<file path="config.mk">
export PLATFORM = sky130hd
export DESIGN_NAME = pt_ram
export DESIGN_NICKNAME = d
export VERILOG_FILES = /design/src/hw/rtl/pt_ram.sv
export SDC_FILE = /design/constraint.sdc
export NUM_CORES = 1
export LEC_CHECK = 0
export ABC_AREA = 1
export BUFFER_PORTS_ARGS = -buffer_cell sky130_fd_sc_hd__buf_2
export CAP_MARGIN = 10
export CORE_MARGIN = 1
export CORE_UTILIZATION = 35
export DETAILED_ROUTE_END_ITERATION = 6
export PLACE_DENSITY = 0.6
export SYNTH_ARGS = -nofsm -noshare
export SYNTH_HDL_FRONTEND = slang
export SYNTH_SLANG_ARGS = --single-unit
</file>
<file path="constraint.sdc">
create_clock -name aclk -period 2.5 [get_ports aclk]
set_input_delay 0.125 -clock aclk [delete_from_list [all_inputs] [get_ports aclk]]
set_output_delay 0.125 -clock aclk [all_outputs]
set_load 0.02 [all_outputs]
</file>
<file path="src/hw/rtl/pt_ram.sv">
// ----------------------------------------------------------------------------
// pt_ram
// Simple dual-port synchronous ram, one write and one registered read port.
// ----------------------------------------------------------------------------
module pt_ram #(
    parameter int Depth = 64,
    parameter int Width = 8,
    localparam int AddrW = $clog2(Depth)
) (
    input  logic             aclk,
    input  logic             we,
    input  logic [AddrW-1:0] waddr,
    input  logic [Width-1:0] wdata,
    input  logic [AddrW-1:0] raddr,
    output logic [Width-1:0] rdata
);

    logic [Width-1:0] mem [Depth];
    logic [Width-1:0] rdata_reg;

    always_ff @(posedge aclk) begin
        if (we) begin
            mem[waddr] <= wdata;
        end
        rdata_reg <= mem[raddr];
    end

    assign rdata = rdata_reg;

endmodule

</file>
Word level (Yosys, flattened, before mapping)
Memory sizes are Yosys's and may differ from the RTL's. A register that Yosys moved wholly into a read port is not among the register bits.
Index checks and enable logic that the tools add are counted.
Widths: inputs -> output; s select.

word-level totals
  bits in registers = 0
  bits in latches = 0
  bits in writable memories = 512
  memory bits (read-only) = 0
  input bits = 22
  output and inout bits = 8
  word-level logic and storage cells = 3
  memories kept = 1

memory list
  memory  words  bits a word  read ports  clocked after Yosys merged registers in  write ports  line  RTL
  mem     64     8            1           1                                        1            18    logic [Width-1:0] mem [Depth];

operators by class
  add/subtract/negate cells = 0
  $mul = 0
  div/mod/pow operators = 0
  magnitude comparators = 0
  equality and inequality tests = 0
  shift-type cells = 0
  muxes and demuxes = 2
  bitwise operators = 0
  reductions and logical operators = 0

operators by type and width
  kind    number
  $mux 1  2

Depth between registers and ports, before layout
Gate-level depths: netlist of the first run.

  depth in word-level cells = 2
  mapped depth = 12
  mapped depth without buffers = 9

Worst setup path after synthesis of the first run
No wires, ideal clock.

  path kind = input to register
  start = input port we
  end = memory mem[48][0] (enable)
  setup time = 0.395 ns
  arrival time = 1.496 ns
  data required time = 2.105 ns
  slack = 0.609 ns
  stages = 3
  cells stage by stage = clkbuf_1 > nand4_1 > nor4_1

on the way
  cells in the longest elaborated chain, start to end = 2

ends and longest elaborated chain
  what                          line  RTL
  start: declaration            11    input logic we,
  $mux 1                        22    if (we) begin
  $mux 1 (not written as such)  23    mem[waddr] <= wdata;
  end: declaration              18

No other way between the ends.

==> results of run 1 <==
==> final cells by class <==
cell class	instances	area (um2)
clock buffer	63	1364
clock inverter	31	272.8
fill	5665	35900
inverter	12	52.55
multi-input combinational	1160	4946
sequential	520	15530
tap	782	978.4
timing repair buffer	144	1197
==> layer usage <==
metal / vias up / GRT usage [%] / wire length, um / part of all wire (%)
met5: - / 0 / 41 / 0.075
met4: 6 / 5.377 / 1401 / 2.5
met3: 92 / 3.730 / 4523 / 8.2
met2: 547 / 27.35 / 24840 / 45
met1: 6899 / 25.21 / 24210 / 44
li1: 6520 / - / - / -
==> worst max-delay path by stage <==
stage / slack (ns) / start / end / cells after the start
CTS: 0.94 / raddr[0] / rdata[2] / 12
global placement: 0.33 / raddr[0] / rdata[2] / 12
detailed placement: 0.32 / raddr[0] / rdata[2] / 12
global route: 0.75 / raddr[0] / rdata[6] / 12
finish: 0.90 / raddr[0] / rdata[6] / 12
floorplan: 0.61 / we / mem[48][0] / 3
==> through the flow <==
step / std cells / hold slack [ns] / utilization (%)
floorplan: 1805 / 0.2239 / -
global placement: 2617 / 0.5246 / 37.68
detailed placement: 2617 / 0.5357 / 37.68
CTS: 2712 / 0.03872 / 40.41
global route: 2712 / 0.08267 / 40.41
finish: 2712 / 0.08152 / 40.41
==> power by group through the flow <==
stage | combinational (mW) | sequential [mW] | clock [mW]
floorplan | 0.678 | 9.87 | 0
global placement | 1.16 | 9.86 | 0
detailed placement | 1.18 | 9.86 | 0
CTS | 1.18 | 9.68 | 7.72
global route | 1.29 | 9.68 | 8.05
finish | 1.19 | 9.68 | 7.58
==> tightest hold or removal path: cells and delay by family <==
kind | cells | cell delay (ns)
buffers and inverters | 1 | 0.24
AND/OR/NAND/NOR | 3 | 0.27
==> layout by cell type (no fill, tap or decap), types with 5 or more instances in the layout <==
cell	netlist	routed
nand4_1	9	9
bufinv_16	0	5
nand3_1	439	439
dfxtp_1	8	8
clkbuf_1	15	10
inv_1	10	9
clkinv_1	0	12
nand2_1	648	648
clkbuf_16	0	53
nor2_1	56	56
clkinv_2	0	11
buf_12	0	14
buf_4	14	101
buf_2	37	27
nor4_1	8	8
edfxtp_1	512	512
==> cells by family after synthesis <==
group,count (synthesis),synth area share (%)
buffers and inverters,125,4.022
flip-flops,520,72.80
AND/OR/NAND/NOR,1160,23.18
==> impl_metrics.json, run 1 <==
{
  "hp-start": "raddr[4]",
  "grt_overflow": 0,
  "r2r_cells": 8,
  "critPathKind": "in2reg",
  "status": "complete, no violations",
  "p_sw_share_pct": 22.27,
  "path_max_fanout": 51,
  "netlist_instances": 1805,
  "die-area_um2": 61960,
  "cts_hold_buf": 1,
  "ys_warn_count": 0,
  "end_kind": "register",
  "syn_avg_cell_area_um2": 11.82,
  "maxCapViolCount": 0,
  "worst_ep_required_time_ns": 3.03,
  "intPower_mw": 14.34,
  "worst_hold_path_type": "in2reg",
  "synthDistinctLibCells": 16,
  "die_y_um": 248.9,
  "synth-async-reset-ratio_pct": 0,
  "remaining_drc_errors": 0,
  "power_density_nw_per_um2": 757.6,
  "place_ws_ns": 0.3235,
  "ys_ff_latch": 520,
  "synth_edf_count": 512,
  "p_total_mw": 18.44,
  "htreeDepth": 2,
  "fin_worst_skew_ns": 0.01024,
  "setup_viol_count_final": 0,
  "combPwrFrac_pct": 6.4,
  "wl_mm": 55.02,
  "seqPwrFrac_pct": 52.5,
  "cp_top_family": "buffers and inverters",
  "cts_tree": "done",
  "root_buffer": "clkbuf_16",
  "grtUsageTotal_pct": 17.77,
  "cts_buffer_depth": 3,
  "initial_core_util_pct": 35.42,
  "r2r-start": "mem[31][2]",
  "crit_chain": "clkbuf_8 -> inv_6 -> buf_12 -> buf_4 -> nand2_1 -> nand3_1 -> nand3_1 -> nand2_1 -> nand2_1 -> nand3_1 -> nand3_1 -> nand2_1",
  "place_area_um2": 22700,
  "slowest_stage": "inv_6",
  "ys_top_cells_by_count": "648 x nand2_1, 512 x edfxtp_1, 439 x nand3_1, 56 x nor2_1, 37 x buf_2",
  "core-area_um2": 60250,
  "dp_hpwl_mm": 32.28,
  "clkSinkCount": 520,
  "ys_seq_area_share_pct": 72.80,
  "ant_nets": 0,
  "diodes": 0,
  "fmax_mhz": 623.7,
  "drtIter0Drc": 1330,
  "port_buffers": 29,
  "via_per_inst": 5.186,
  "synthFlopType": "edfxtp_1",
  "finalSetupTns_ns": 0,
  "post-synth-top-area-fraction_pct": 72.05,
  "yosysMostFrequentCell": "nand2_1",
  "finalCriticalPeriod_ns": 1.603,
  "min_period_over_period_pct": 64.14,
  "rrSetupSlack_ns": 1.01,
  "reg2reg_to": "rdata[2]",
  "grt_start_max_net_pins": 101,
  "grt_pass1_wl_mm": 83.78,
  "max_stage_delay_ns": 0.32,
  "io_pins": 30,
  "start_kind": "primary input",
  "globalplace.congestion": 0.8376,
  "syn_area_um2": 21340,
  "clock_latency_ns": 0.59,
  "largest_reg_flops": 512,
  "num_rows": 90,
  "maxSlewViolCount": 0,
  "synth_area_leaders": "edfxtp_1 72%, nand2_1 11%, nand3_1 10%",
  "rsz0062_at_grt": "false",
  "hold_depth": 4,
  "grt_pass1_vias": 13690,
  "stdcell_area_um2": 24350,
  "finalHoldViolations": 0,
  "worst_pin_slew_ns": 1.115,
  "holdPathEnd": "rdata[1]",
  "p_clk_share_pct": 41.1,
  "max_slew_margin_pct": 25.58,
  "antenna_found_initial": 3,
  "p_switching_mw": 4.108,
  "vias": 14060,
  "drive_gt1_share_pct": 11.30,
  "cts_buffers": 52,
  "peakVddDrop_uv": 433.6,
  "drtPass1Iterations": 5,
  "post-route-worst-setup-slack_ns": 0.8966,
  "die_w_um": 248.9,
  "yosysTopAreaCell": "edfxtp_1",
  "synth_nets": 1827,
  "areaGrowthSynthToFinish_pct": 14.09,
  "cts_setup_buffers": 0,
  "leakagePower_nw": 8.819,
  "cp_data_arrival_time_ns": 2.13,
  "drt-wirelength-per-cell_um": 20.29,
  "cp.buffers_inverters": 4,
  "clk_pin_slew_worst_paths_ns": 0.06,
  "ctsResizeCount": 0,
  "fin_nets": 1912
}
Note: power is estimated with default switching activity, not from simulation.
==> run 2: changes to the inputs <==
Settings changed: PLACE_DENSITY 0.6 to 0.62.
Clock period 2.5 ns to 1.4 ns, I/O delays scaled along.
==> impl_metrics.json, run 2 (synthesized netlist as in run 1, its figures left out) <==
{
  "status": "complete, no violations",
  "min_period_over_period_pct": 94.89,
  "largest_reg_flops": 512,
  "maxSlewViolCount": 0,
  "intPower_mw": 25.93,
  "p_sw_share_pct": 22.62,
  "finalCriticalPeriod_ns": 1.328,
  "die_w_um": 248.9,
  "utilization_pct": 42.48,
  "core-area_um2": 60250,
  "grt_overflow": 0,
  "cp.buffers_inverters": 1,
  "power_density_nw_per_um2": 1309,
  "leakagePower_nw": 9.303,
  "vias": 14150,
  "grt_pass1_wl_mm": 84.64,
  "peakVddDrop_uv": 1022,
  "drive_gt1_share_pct": 16.01,
  "path_max_fanout": 1,
  "htreeDepth": 2,
  "critPathKind": "reg2out",
  "grt_start_max_net_pins": 75,
  "finalHoldViolations": 0,
  "fin_worst_skew_ns": 0.02729,
  "rrSetupSlack_ns": 0.08,
  "cts_buffers": 53,
  "end_kind": "output pin",
  "port_buffers": 29,
  "worst_hold_path_type": "in2reg",
  "max_slew_margin_pct": 54.06,
  "place_ws_ns": -0.3720,
  "combPwrFrac_pct": 7.3,
  "diodes": 0,
  "dp_hpwl_mm": 34.46,
  "globalplace.congestion": 0.8787,
  "clkSinkCount": 520,
  "drt-wirelength-per-cell_um": 20.01,
  "layout_commonest_cell": "nand2_1",
  "drtIter0Drc": 1379,
  "worst_ep_required_time_ns": 1.33,
  "cp_num_cells": 1,
  "regArea_um2": 15530,
  "r2r_cells": 8,
  "drtPass1Iterations": 7,
  "crit_end": "rdata[6]",
  "rsz0062_at_grt": "false",
  "seqPwrFrac_pct": 51.6,
  "slowest_stage": "dfxtp_1",
  "n_fill_cell": 5504,
  "areaGrowthSynthToFinish_pct": 19.93,
  "clock_latency_ns": 0.62,
  "clk_pin_slew_worst_paths_ns": 0.06,
  "cts_tree": "done",
  "max_stage_delay_ns": 0.43,
  "crit_chain": "buf_2",
  "via_per_inst": 5.099,
  "fin_nets": 1970,
  "wl_mm": 55.50,
  "grt_pass1_vias": 13810,
  "post-route-worst-setup-slack_ns": 0.07156,
  "initial_core_util_pct": 35.42,
  "r2r-start": "mem[19][0]",
  "root_buffer": "clkbuf_16",
  "holdWs_ns": 0.04893,
  "fmax_mhz": 752.8,
  "cts_buffer_depth": 3,
  "multiInputGateArea_um2": 5149,
  "p_clk_share_pct": 41.2,
  "maxCapViolCount": 0,
  "setup_viol_count_final": 0,
  "antenna_found_initial": 3,
  "p_switching_mw": 7.578,
  "worst_pin_slew_ns": 0.6865,
  "die_y_um": 248.9,
  "final_cell_mix": "648 x nand2_1, 512 x edfxtp_1, 431 x nand3_1",
  "remaining_drc_errors": 0,
  "ant_nets": 0,
  "io_pins": 30,
  "reg2reg_to": "rdata[0]",
  "die-area_um2": 61960,
  "cp-startpoint": "rdata[6]",
  "start_kind": "register",
  "cp_data_arrival_time_ns": 1.26,
  "num_rows": 90,
  "cp_top_family": "flip-flops",
  "grtUsageTotal_pct": 18.01
}
-- run 2: changes by cell type in the layout (fill, tap and decap cells not counted), sizes merged --
cell,change
buf,+49
dlygate4sd3,+8
clkinv,+3
clkbuf,+2
bufinv,-1
clkinvlp,+1
-- run 2: power by group through the flow --
stage | sequential, mW | clock, mW | combinational, mW
after CTS | 17.3 | 14.0 | 2.43
after global placement | 17.6 | 0 | 2.37
after detailed placement | 17.6 | 0 | 2.40
after global routing | 17.3 | 14.6 | 2.64
after floorplan | 17.6 | 0 | 1.25
final | 17.3 | 13.8 | 2.43
-- run 2: worst min-delay path by stage --
stage / start / endpoint / slack, ns / depth (start not counted)
after floorplan: wdata[0] / mem[0][0] / 0.17 / 0
after global placement: rdata[3] / rdata[3] / 0.52 / 1
after detailed placement: rdata[3] / rdata[3] / 0.52 / 1
after CTS: raddr[3] / rdata[4] / 0.02 / 6
after global routing: raddr[3] / rdata[4] / 0.10 / 6
final: raddr[4] / rdata[4] / 0.05 / 6
-- run 2: layout make-up --
cell class,instances,share of cell area [%]
clock buffers,65,5.520
repair buffers,201,8.482
multi-input cells,1160,20.12
flip-flops and latches,520,60.70
well taps,782,3.823
clock inverters,34,1.134
inverters,12,0.2200
-- run 2: metrics by stage --
stage	cell area (um2)	setup TNS [ns]	instances	power [mW]
4_1_cts	25560	0	2774	33.74
5_1_grt	25590	0	2774	34.52
6_report	25590	0	2774	33.51
3_5_place_dp	23760	-6.443	2666	20.01
2_1_floorplan	21530	-51.23	1805	18.87
3_3_place_gp	23760	-4.693	2666	19.98
-- run 2: what timing repair did --
action                                  4_1_cts  5_1_grt
setup buffers                                 0        0
endpoints found under the setup margin        1        6
hold buffers                                  9        0
gates resized for setup                       1        7
endpoints found under the hold margin       167        0
-- run 2: metal layers --
| metal | track usage, % | up-vias | part of all wire, % |
|---|---|---|---|
| li1 | - | 6644 | - |
| met1 | 24.76 | 6894 | 43 |
| met2 | 29.32 | 521 | 47 |
| met3 | 3.093 | 80 | 7.6 |
| met4 | 5.093 | 6 | 2.1 |
| met5 | 0 | - | 0.079 |
